### src/design/wsrx_pkg.sv
package wsrx_pkg;

  typedef enum logic [2:0] {
    EvText   = 3'd0,
    EvEmpty  = 3'd1,
    EvOpened = 3'd2,
    EvFailed = 3'd3,
    EvClose  = 3'd4,
    EvPong   = 3'd5
  } event_kind_e;

  // Handshake scanner status for the byte being processed.
  typedef struct packed {
    logic done;  // byte completes CR LF CR LF
    logic ok;    // status prefix matched in full
  } hs_status_t;

  localparam logic [3:0] PrefixLen = 4'd12;
  localparam logic [7:0] CharCr    = 8'h0D;
  localparam logic [7:0] CharLf    = 8'h0A;

  localparam logic [3:0] OpText  = 4'h1;
  localparam logic [3:0] OpClose = 4'h8;
  localparam logic [3:0] OpPing  = 4'h9;

  localparam logic [6:0] Len16Code = 7'd126;
  localparam logic [6:0] Len64Code = 7'd127;

  // "HTTP/1.1 101"
  function automatic logic [7:0] prefix_char(input logic [3:0] idx);
    logic [7:0] c;
    case (idx)
      4'd0:    c = 8'h48;
      4'd1:    c = 8'h54;
      4'd2:    c = 8'h54;
      4'd3:    c = 8'h50;
      4'd4:    c = 8'h2F;
      4'd5:    c = 8'h31;
      4'd6:    c = 8'h2E;
      4'd7:    c = 8'h31;
      4'd8:    c = 8'h20;
      4'd9:    c = 8'h31;
      4'd10:   c = 8'h30;
      4'd11:   c = 8'h31;
      default: c = 8'h00;
    endcase
    return c;
  endfunction

endpackage

### src/design/wsrx_hs.sv
module wsrx_hs (
  input  logic                  clk_i,
  input  logic                  rst_ni,
  input  logic                  step_i,
  input  logic [7:0]            byte_i,
  output wsrx_pkg::hs_status_t  status_o
);

  logic [3:0] pos_q, pos_d;
  logic       mism_q, mism_d;
  logic [1:0] blank_q, blank_d;
  logic [7:0] expect_char;

  assign expect_char = blank_q[0] ? wsrx_pkg::CharLf : wsrx_pkg::CharCr;

  always_comb begin
    pos_d         = pos_q;
    mism_d        = mism_q;
    blank_d       = blank_q;
    status_o.done = 1'b0;
    if (pos_q < wsrx_pkg::PrefixLen) begin
      if (byte_i != wsrx_pkg::prefix_char(pos_q)) mism_d = 1'b1;
      pos_d = pos_q + 4'd1;
    end
    if (byte_i == expect_char) begin
      if (blank_q == 2'd3) begin
        status_o.done = 1'b1;
        blank_d       = 2'd0;
      end else begin
        blank_d = blank_q + 2'd1;
      end
    end else begin
      blank_d = (byte_i == wsrx_pkg::CharCr) ? 2'd1 : 2'd0;
    end
    status_o.ok = (pos_d == wsrx_pkg::PrefixLen) && !mism_d;
  end

  always_ff @(posedge clk_i or negedge rst_ni) begin
    if (!rst_ni) begin
      pos_q   <= '0;
      mism_q  <= 1'b0;
      blank_q <= '0;
    end else if (step_i) begin
      pos_q   <= pos_d;
      mism_q  <= mism_d;
      blank_q <= blank_d;
    end
  end

endmodule

### src/design/websocket_rx_deframer.sv
// Receive deframer for a WebSocket client link. Bytes enter one per cycle on the
// in_* channel while the output register is free; each accepted byte sits in an
// input register, is parsed against the handshake and frame header state, and its
// event (if any) is loaded into the output register, so the block sustains one byte
// per clock unless the output stalls. That rate rests on the header phase, 64-bit
// remaining-length counter and mask key being updated together for each byte. After
// reset the block checks the HTTP status line for "HTTP/1.1 101" and
// waits for the blank line, then reports opened or failed. Text payload bytes come out
// unmasked with message_last on the final byte; empty text frames, pings (pong request)
// and close frames each give one event at frame end. After a close or a failed
// handshake every byte is dropped.
module websocket_rx_deframer (
  input  logic       clk_i,
  input  logic       rst_ni,
  input  logic       in_valid_i,
  output logic       in_ready_o,
  input  logic [7:0] rx_byte_i,
  output logic       out_valid_o,
  input  logic       out_ready_i,
  output logic [2:0] event_kind_o,
  output logic [7:0] payload_byte_o,
  output logic       message_last_o
);

  typedef enum logic [1:0] {
    ModeHs     = 2'd0,
    ModeOpen   = 2'd1,
    ModeClosed = 2'd2
  } link_mode_e;

  localparam logic [3:0] PhFirst    = 4'd0;
  localparam logic [3:0] PhLen      = 4'd1;
  localparam logic [3:0] PhExt0     = 4'd2;
  localparam logic [3:0] PhExt1     = 4'd3;
  localparam logic [3:0] PhExtLast  = 4'd9;
  localparam logic [3:0] PhMask0    = 4'd10;
  localparam logic [3:0] PhMaskLast = 4'd13;
  localparam logic [3:0] PhPayload  = 4'd14;

  localparam logic [1:0] Form7  = 2'd0;
  localparam logic [1:0] Form16 = 2'd1;
  localparam logic [1:0] Form64 = 2'd2;

  // input stage
  logic       in_valid_q;
  logic [7:0] in_byte_q;
  logic       out_free, proc;

  // parser state
  link_mode_e mode_q, mode_d;
  logic [3:0]  phase_q, phase_d;
  logic [3:0]  opcode_q, opcode_d;
  logic        masked_q, masked_d;
  logic [1:0]  form_q, form_d;
  logic [63:0] remain_q, remain_d;
  logic [31:0] mask_q, mask_d;
  logic [1:0]  pos_q, pos_d;

  // output stage
  logic              out_valid_q;
  wsrx_pkg::event_kind_e kind_q;
  logic [7:0]        obyte_q;
  logic              olast_q;

  logic                  ev_valid;
  wsrx_pkg::event_kind_e ev_kind;
  logic [7:0]            ev_byte;
  logic                  ev_last;

  wsrx_pkg::hs_status_t hs_status;
  logic                 len_done, body_go, frame_end, frame_empty;
  logic [7:0]           key;
  logic                 pay_last;

  assign out_free   = !out_valid_q || out_ready_i;
  assign proc       = in_valid_q && out_free;
  assign in_ready_o = !in_valid_q || proc;

  wsrx_hs u_hs (
    .clk_i    (clk_i),
    .rst_ni   (rst_ni),
    .step_i   (proc && (mode_q == ModeHs)),
    .byte_i   (in_byte_q),
    .status_o (hs_status)
  );

  always_comb begin
    case (pos_q)
      2'd0:    key = mask_q[31:24];
      2'd1:    key = mask_q[23:16];
      2'd2:    key = mask_q[15:8];
      default: key = mask_q[7:0];
    endcase
    if (!masked_q) key = 8'h00;
  end

  assign pay_last = (remain_q == 64'd1);

  always_comb begin
    mode_d      = mode_q;
    phase_d     = phase_q;
    opcode_d    = opcode_q;
    masked_d    = masked_q;
    form_d      = form_q;
    remain_d    = remain_q;
    mask_d      = mask_q;
    pos_d       = pos_q;
    ev_valid    = 1'b0;
    ev_kind     = wsrx_pkg::EvText;
    ev_byte     = 8'h00;
    ev_last     = 1'b0;
    len_done    = 1'b0;
    body_go     = 1'b0;
    frame_end   = 1'b0;
    frame_empty = 1'b0;

    case (mode_q)
      ModeHs: begin
        if (hs_status.done) begin
          ev_valid = 1'b1;
          if (hs_status.ok) begin
            mode_d  = ModeOpen;
            phase_d = PhFirst;
            ev_kind = wsrx_pkg::EvOpened;
          end else begin
            mode_d  = ModeClosed;
            ev_kind = wsrx_pkg::EvFailed;
          end
        end
      end
      ModeOpen: begin
        case (phase_q)
          PhLen: begin
            masked_d = in_byte_q[7];
            mask_d   = '0;
            remain_d = '0;
            if (in_byte_q[6:0] == wsrx_pkg::Len16Code) begin
              form_d  = Form16;
              phase_d = PhExt0;
            end else if (in_byte_q[6:0] == wsrx_pkg::Len64Code) begin
              form_d  = Form64;
              phase_d = PhExt0;
            end else begin
              form_d   = Form7;
              remain_d = {57'd0, in_byte_q[6:0]};
              len_done = 1'b1;
            end
          end
          PhPayload: begin
            remain_d = remain_q - 64'd1;
            pos_d    = pos_q + 2'd1;
            if (opcode_q == wsrx_pkg::OpText) begin
              ev_valid = 1'b1;
              ev_kind  = wsrx_pkg::EvText;
              ev_byte  = in_byte_q ^ key;
              ev_last  = pay_last;
              if (pay_last) phase_d = PhFirst;
            end else if (pay_last) begin
              frame_end = 1'b1;
            end
          end
          default: begin
            if (phase_q >= PhExt0 && phase_q <= PhExtLast) begin
              remain_d = {remain_q[55:0], in_byte_q};
              if ((form_q == Form16 && phase_q >= PhExt1) || phase_q == PhExtLast) begin
                len_done = 1'b1;
              end else begin
                phase_d = phase_q + 4'd1;
              end
            end else if (phase_q >= PhMask0 && phase_q <= PhMaskLast) begin
              mask_d = {mask_q[23:0], in_byte_q};
              if (phase_q == PhMaskLast) body_go = 1'b1;
              else phase_d = phase_q + 4'd1;
            end else begin
              // first header byte, also taken for the unused phase code
              opcode_d = in_byte_q[3:0];
              phase_d  = PhLen;
            end
          end
        endcase
      end
      default: ;
    endcase

    if (len_done) begin
      if (masked_d) phase_d = PhMask0;
      else body_go = 1'b1;
    end
    if (body_go) begin
      if (remain_d == 64'd0) begin
        frame_end   = 1'b1;
        frame_empty = 1'b1;
      end else begin
        pos_d   = 2'd0;
        phase_d = PhPayload;
      end
    end
    if (frame_end) begin
      phase_d = PhFirst;
      if (opcode_q == wsrx_pkg::OpText) begin
        if (frame_empty) begin
          ev_valid = 1'b1;
          ev_kind  = wsrx_pkg::EvEmpty;
        end
      end else if (opcode_q == wsrx_pkg::OpClose) begin
        mode_d   = ModeClosed;
        ev_valid = 1'b1;
        ev_kind  = wsrx_pkg::EvClose;
      end else if (opcode_q == wsrx_pkg::OpPing) begin
        ev_valid = 1'b1;
        ev_kind  = wsrx_pkg::EvPong;
      end
    end
  end

  always_ff @(posedge clk_i or negedge rst_ni) begin
    if (!rst_ni) begin
      in_valid_q  <= 1'b0;
      out_valid_q <= 1'b0;
      mode_q      <= ModeHs;
      phase_q     <= PhFirst;
      opcode_q    <= '0;
      masked_q    <= 1'b0;
      form_q      <= Form7;
      remain_q    <= '0;
      mask_q      <= '0;
      pos_q       <= '0;
    end else begin
      if (in_valid_i && in_ready_o) in_valid_q <= 1'b1;
      else if (proc) in_valid_q <= 1'b0;
      if (proc) out_valid_q <= ev_valid;
      else if (out_ready_i) out_valid_q <= 1'b0;
      if (proc) begin
        mode_q      <= mode_d;
        phase_q     <= phase_d;
        opcode_q    <= opcode_d;
        masked_q    <= masked_d;
        form_q      <= form_d;
        remain_q    <= remain_d;
        mask_q      <= mask_d;
        pos_q       <= pos_d;
      end
    end
  end

  always_ff @(posedge clk_i) begin
    if (in_valid_i && in_ready_o) in_byte_q <= rx_byte_i;
    if (proc && ev_valid) begin
      kind_q  <= ev_kind;
      obyte_q <= ev_byte;
      olast_q <= ev_last;
    end
  end

  assign out_valid_o    = out_valid_q;
  assign event_kind_o   = kind_q;
  assign payload_byte_o = obyte_q;
  assign message_last_o = olast_q;

  a_last_only_text: assert property (@(posedge clk_i) disable iff (!rst_ni)
    out_valid_o && message_last_o |-> event_kind_o == wsrx_pkg::EvText)
    else $error("message_last set on a non-text event");

  a_closed_sticks: assert property (@(posedge clk_i) disable iff (!rst_ni)
    mode_q == ModeClosed |=> mode_q == ModeClosed)
    else $error("link left the closed mode");

  a_payload_nonzero: assert property (@(posedge clk_i) disable iff (!rst_ni)
    mode_q == ModeOpen && phase_q == PhPayload |-> remain_q != 64'd0)
    else $error("payload phase with no bytes remaining");

  a_stage_holds: assert property (@(posedge clk_i) disable iff (!rst_ni)
    in_valid_q && !out_free |=> in_valid_q && $stable(in_byte_q))
    else $error("input stage lost a byte while the output was stalled");

endmodule
### config.mk
export PLATFORM = sky130hd
export DESIGN_NAME = websocket_rx_deframer
export DESIGN_NICKNAME = d
export VERILOG_FILES = /design/src/design/wsrx_pkg.sv /design/src/design/wsrx_hs.sv /design/src/design/websocket_rx_deframer.sv
export SDC_FILE = /design/constraint.sdc
export NUM_CORES = 1
export LEC_CHECK = 0
export BUFFER_PORTS_ARGS = -buffer_cell sky130_fd_sc_hd__buf_2
export CAP_MARGIN = 5
export CORE_MARGIN = 2
export CORE_UTILIZATION = 69
export CTS_CLUSTER_SIZE = 14
export DETAILED_ROUTE_END_ITERATION = 6
export HOLD_SLACK_MARGIN = 0.02
export PLACE_DENSITY = 0.93
export SYNTH_ARGS = -nofsm -noshare
export SYNTH_HDL_FRONTEND = slang
export SYNTH_SLANG_ARGS = --single-unit
### constraint.sdc
create_clock -name clk_i -period 7.02 [get_ports clk_i]
set_input_delay 0.702 -clock clk_i [delete_from_list [all_inputs] [get_ports clk_i]]
set_output_delay 0.702 -clock clk_i [all_outputs]
set_load 0.1 [all_outputs]
# After elaboration in Yosys (flattened, before gate mapping)
# Memories as Yosys holds them, arrays and structs flattened.
# Index checks and enable logic that the tools add are counted.
dict set report classes {
  n_reduce_logical 25
  magnitude_cmp 6
  eq_ne 20
  bitwise 5
  n_addsub 5
  mux 93
}
# operator n
set op_table {}
lappend op_table {{$mux W64} 2}
lappend op_table {{$pmux W64 S2} 1}
lappend op_table {{$eq A64 B1 Y1 const B} 1}
lappend op_table {{$logic_not A64 Y1} 1}
lappend op_table {{$mux W32} 2}
lappend op_table {{$mux W4} 16}
lappend op_table {{$pmux W32 S2} 1}
lappend op_table {{$sub A64 B1 Y64 const B} 1}
lappend op_table {{$mux W1} 40}
lappend op_table {{$mux W2} 16}
lappend op_table {{$eq A4 B4 Y1 const B} 6}
lappend op_table {{$pmux W8 S3} 1}
lappend op_table {{$mux W3} 6}
lappend op_table {{$mux W8} 2}
lappend op_table {{$pmux W4 S2} 2}
lappend op_table {{$eq A7 B7 Y1 const B} 2}
lappend op_table {{$mux W7} 2}
lappend op_table {{$reduce_and A5 Y1} 2}
lappend op_table {{$add A4 B1 Y4 const B} 2}
lappend op_table {{$eq A4 B1 Y1 const B} 2}
lappend op_table {{$eq A8 B4 Y1 const B} 1}
lappend op_table {{$eq A8 B8 Y1} 1}
lappend op_table {{$ge A4 B2 Y1 const B} 2}
lappend op_table {{$le A4 B4 Y1 const B} 2}
lappend op_table {{other kinds (17)} 40}
dict set report word_totals {
  wordCells 172
  regBits 140
  romBits 112
  output_inout_bits 14
  n_memories 1
}
# name words word_bits rd rd_clocked_by_memory_dff write_ports line_no
set memory_table {}
lappend memory_table {{(no name shown)} 16 7 1 0 0 wsrx_pkg.sv:32} ;# case (idx)

# Depth between registers and ports, before layout
dict set report logic_depth {
  ltp_word 15
  depth_mapped 16
  depth_no_buf 13
}

# Cells and area by module
# From an unflattened synthesis, not the netlist that was laid out.
dict set report hier_totals {
  cells_unflattened 1352
  hier_area_um2 10881.7
}
# module area_each_um2 instances cells_each
set by_module_without_submodules {}
lappend by_module_without_submodules {websocket_rx_deframer 10198.5 1 1274}
lappend by_module_without_submodules {wsrx_hs 683.2 1 78}

# Worst setup path before layout
# Ideal clock, no wire load.
dict set report synth_path {
  path_type {flip-flop to flip-flop}
  from {reg remain_q[0]}
  to {reg kind_q[0], in the netlist event_kind_o[0] (enable)}
  required_ns 6.635
  path_stages_with_launch 16
  setup_ns 0.385
  arrival_time_ns 4.211
  setup_slack_ns 2.424
  path_cell_list {dfrtp_1 clkbuf_1 inv_1 ha_1 or3b_2 buf_2 or4_4 buf_6 nor4_4 mux2i_1 o41a_1 nor4bb_1 nand4_1 nor4_4 a31oi_1 a21oi_1}
}
dict set report synth_between {
  elab_chain_cells 10
  word_cells_on_any_way 18
}
# element line_no
set synth_rtl {}
lappend synth_rtl {{start: declaration} websocket_rx_deframer.sv:55} ;# logic [63:0] remain_q, remain_d;
lappend synth_rtl {{start signal: assignment} websocket_rx_deframer.sv:239} ;# remain_q <= remain_d;
lappend synth_rtl {{$sub A64 B1 Y64 or $mux W64 (tied branches)} {websocket_rx_deframer.sv:150, websocket_rx_deframer.sv:163}}
lappend synth_rtl {{$pmux W64 S2} websocket_rx_deframer.sv:132} ;# case (phase_q)
lappend synth_rtl {{$mux W64} websocket_rx_deframer.sv:117} ;# case (mode_q)
lappend synth_rtl {{$logic_not A64 Y1} websocket_rx_deframer.sv:190} ;# if (remain_d == 64'd0) begin
lappend synth_rtl {{$mux W1} websocket_rx_deframer.sv:190}
lappend synth_rtl {{$mux W1} websocket_rx_deframer.sv:189} ;# if (body_go) begin
lappend synth_rtl {{$mux W1} websocket_rx_deframer.sv:201} ;# if (frame_empty) begin
lappend synth_rtl {{$mux W1} websocket_rx_deframer.sv:200} ;# if (opcode_q == wsrx_pkg::OpText) begin
lappend synth_rtl {{$mux W1 (*)} websocket_rx_deframer.sv:198} ;# if (frame_end) begin
lappend synth_rtl {{$logic_and A1 B1 Y1 (*)} websocket_rx_deframer.sv:248} ;# if (proc && ev_valid) begin
lappend synth_rtl {{end signal: assignment} websocket_rx_deframer.sv:249} ;# kind_q <= ev_kind;
lappend synth_rtl {{end: declaration} websocket_rx_deframer.sv:61} ;# wsrx_pkg::event_kind_e kind_q;
# Every way passes the cells marked *; elsewhere a longest branch is shown, timed or not.
# A chain may end at the register's enable or synchronous reset.

# Final worst setup path
dict set report layout_path {
  from {reg phase_q[1]}
  to {reg obyte_q[2], in the netlist payload_byte_o[2] (enable)}
}
dict set report layout_between {
  elab_chain_cells 13
  word_cells_on_any_way 45
}
# element line_no
set layout_rtl {}
lappend layout_rtl {{start: declaration} websocket_rx_deframer.sv:51} ;# logic [3:0] phase_q, phase_d;
lappend layout_rtl {{start signal: assignment} websocket_rx_deframer.sv:221} ;# phase_q <= PhFirst;
lappend layout_rtl {{start signal: assignment} websocket_rx_deframer.sv:235} ;# phase_q <= phase_d;
lappend layout_rtl {{parallel branches: the longest is 11 deep, another holds $ge A4 B2 Y1} -}
lappend layout_rtl {{$mux W1 (*)} websocket_rx_deframer.sv:198}
lappend layout_rtl {{$logic_and A1 B1 Y1 (*)} websocket_rx_deframer.sv:248}
lappend layout_rtl {{end signal: assignment} websocket_rx_deframer.sv:250} ;# obyte_q <= ev_byte;
lappend layout_rtl {{end: declaration} websocket_rx_deframer.sv:62} ;# logic [7:0] obyte_q;
# Mark *: on every way between the ends.

==> impl_metrics.env <==
export IMPL_ys_async_sr_fraction_pct=85.7
export IMPL_timing_fmax_mhz=172
export IMPL_ios=26
export IMPL_grt_max_degree=66
export IMPL_yosysWarningCount=0
export IMPL_yosysTopAreaCell="dfrtp_1"
export IMPL_die_area_sq_mm=0.0164
export IMPL_slew_headroom_pct=21.3
export IMPL_syn_avg_cell_area_sq_um=8.15
export IMPL_nets=1266
export IMPL_end_kind="register"
export IMPL_cts_setup_buffers=0
export IMPL_syn_inst=1299
export IMPL_dpl_hpwl_um=27100
export IMPL_die_x_um=128
export IMPL_synth_edf_count=20
export IMPL_top_layer="met4"
export IMPL_reg2reg_depth=12
export IMPL_tritoncts="yes"
export IMPL_htreeDepth=4
export IMPL_cts_hold_buffers=0
export IMPL_ys_seq_area_share_pct=34.0
export IMPL_cpPeakStageDelay_ns=1.00
export IMPL_numCtsBuffers=17
export IMPL_fillCellCount=1123
export IMPL_drtPass1Iterations=7
export IMPL_wirelength_um=40100
export IMPL_cts_buffer_depth=2
export IMPL_maxCapViolations=0
export IMPL_syn_cell_area_sq_mm=0.0106
export IMPL_vias=11600
export IMPL_cts_root_buf="clkbuf_16"
export IMPL_hold_viol=0
export IMPL_grt_pass1_wl_um=61600
export IMPL_rows=45
export IMPL_antenna_found_initial=0
export IMPL_whs_ns=0.400
export IMPL_crit_chain="inv_1 > ha_1 > or3b_2 > nand2_1 > a21oi_1 > or4_1 > nor4_1 > a41oi_1 > nor4_1 > a31oi_1 > a21oi_1 > buf_4"
export IMPL_worst_pin_slew_ns=1.18
export IMPL_areaGrowthSynthToFinish_pct=6.05
export IMPL_wl_per_cell_um=27.9
export IMPL_clk_transition_reported_paths_ns=0.07
export IMPL_p_per_area_mw_per_mm2=181
export IMPL_synthFlopType="dfrtp_1"
export IMPL_synth_area_leaders="dfrtp_1 (28%), edfxtp_1 (5.7%), nand2_1 (5.3%)"
export IMPL_coreArea_sq_mm=0.0151
export IMPL_fin_crit_ns=5.81
export IMPL_antenna_cells=0
export IMPL_cp_data_arrival_time_ns=5.95
export IMPL_grt_setup_unrepaired="false"
export IMPL_clock_sinks=140
export IMPL_clock_latency_ns=0.44
export IMPL_ys_ff_latch=140
export IMPL_die_h_um=128
export IMPL_netlist_cell_type_count=84
export IMPL_slowest_stage="nor4_1"
export IMPL_syn_num_nets=1328
export IMPL_drt_initial_drc_count=2786
export IMPL_initial_core_util_pct=70.2
export IMPL_worstPathMaxFanout=22
export IMPL_period_share_pct=82.8
export IMPL_vias_per_cell=8.08
export IMPL_drc_errors=22
export IMPL_p_leak_uw=0.00440
export IMPL_hp_class="in -> async"
export IMPL_start_kind="register"
export IMPL_globalRouteTotalUtil_pct=49.5
export IMPL_required_ns=7.16
export IMPL_grt_pass1_vias=10600
export IMPL_violations="design-rule violations"
export IMPL_io_buffers=25
export IMPL_ir_drop_v=0.000233
export IMPL_grt_overflow_total=0
export IMPL_path_class="reg -> reg"
export IMPL_final_max_slew_viol_count=0
export IMPL_setup_viol_count_final=0
export IMPL_met3_length_um=6280
export IMPL_finClkSkew_ns=0.0118
export IMPL_synth_top_area_share_pct=28.3
export IMPL_gp_congestion=1.05
export IMPL_outcome="finished, violations left"
export IMPL_drive_gt1_share_pct=9.92
export IMPL_ant_nets=0
export IMPL_tns_ns=0
export IMPL_route_met2_wl_um=16500
export IMPL_cts_resized_gates=0
export IMPL_wl_met1_um=14700
-- layout by cell type (no fill, tap or decap), types with 14 or more instances in the layout --
master	n
edfxtp_1	20
nor3_1	45
nand2_1	149
buf_2	24
or4_1	30
or3_1	16
nand4_1	19
nor4_1	37
o21ai_0	107
a31oi_1	14
xnor2_1	16
buf_4	21
a22o_1	38
a21oi_1	62
inv_1	23
nor2_1	101
dfrtp_1	120
xor2_1	15
nand3_1	40
ha_1	17
clkbuf_16	18
a22oi_1	15
mux2i_1	20
-- worst paths after layout --
path                            startpoint           endpoint  slack (ns)
min                                 rst_ni        u_hs.mism_q        0.40
min reg2reg                u_hs.blank_q[1]    u_hs.blank_q[1]        0.49
max in group asynchronous           rst_ni       remain_q[60]        5.33
min in group clk_i            rx_byte_i[0]       in_byte_q[0]        0.43
max reg2reg                     phase_q[1]  payload_byte_o[2]        1.21
max                             phase_q[1]  payload_byte_o[2]        1.21
-- sequential cells by signal, summed over array words and instances (netlist names) --
name / flops
event_kind_o: 3
in_valid_q: 1
message_last_o: 1
u_hs.pos_q: 4
remain_q: 64
pos_q: 2
opcode_q: 4
payload_byte_o: 8
u_hs.mism_q: 1
phase_q: 4
form_q: 2
mode_q: 2
in_byte_q: 8
u_hs.blank_q: 2
masked_q: 1
mask_q: 32
out_valid_o: 1
-- area by class of cell --
cell class              instances  area [sq um]  area share (%)
clock buffers                  18           450            4.01
well taps                     188           235            2.09
multi-input cells            1010          6430            57.3
inverters                      23          86.3           0.769
clock inverters                14           148            1.31
repair buffers                 45           278            2.47
flip-flops and latches        140          3600            32.1
-- cells by family (layout without fill, tap and decap cells) --
logic type | count (synthesis) | after routing | synth area share, %
mux | 30 | 30 | 2.95
buf+inv | 149 | 100 | 5.69
flops | 140 | 140 | 34.0
fa+ha+maj | 17 | 17 | 2.01
xor+xnor | 31 | 31 | 2.56
simple gates | 522 | 522 | 25.9
compound gates | 410 | 410 | 26.9
-- critical path, delay by kind of cell, from the launching register on --
family	cells	cell delay [ns]
buffers and inverters	2	0.44
AND/OR/NAND/NOR	5	3.33
adder cells (fa/ha/maj)	1	0.35
AO/OA/AOI/OAI	4	0.86
flip-flops	1	0.51
-- through the flow --
step	setup slack, ns	cells	total power (uW)	util, %	cell area, sq um
2_1_floorplan	2.42	1299	1040	-	10600
3_5_place_dp	1.69	1406	1110	70.5	10600
5_1_grt	1.19	1438	2090	74.4	11200
6_report	1.21	1438	2030	74.4	11200
3_3_place_gp	1.79	1406	1100	70.5	10600
4_1_cts	1.60	1438	2020	74.4	11200
-- power by group --
| group | switching (uW) | internal, uW |
|---|---|---|
| logic | 142 | 83.6 |
| registers | 41.4 | 840 |
| clock network | 430 | 496 |
| total | 614 | 1420 |
-- cell usage after synthesis (6+ instances only) --
library cell  count
a222oi_1         10
nor4_1           37
a21oi_1          63
a22o_1           38
a22oi_1          15
inv_1            23
edfxtp_1         20
nand3b_1          7
xnor2_1          16
clkbuf_1        107
a31oi_1          14
buf_1            11
a41oi_1           7
o211a_1           7
o22ai_1           7
nand2b_1          9
ha_1             17
nor2_1          103
mux2_2           10
a21o_1           11
xor2_1           15
o22a_1            8
nor3_1           46
nand3_1          41
nand2_1         149
dfrtp_1         120
nand4_1          19
o211ai_1         13
or4_1            30
o21ai_0         107
or2_2             6
or3_1            16
a211oi_1         13
mux2i_1          20
o32a_1            6
o21a_1            7
o41ai_1           6
nor2b_1           6
and3_1           12
o31ai_1          12
-- routing by layer --
layer	global-route usage (%)	up-vias
li1	-	4802
met4	25.1	0
met1	68.4	5356
met5	0	-
met3	15.8	280
met2	69.7	1179
(Power assumes the default switching activity.)
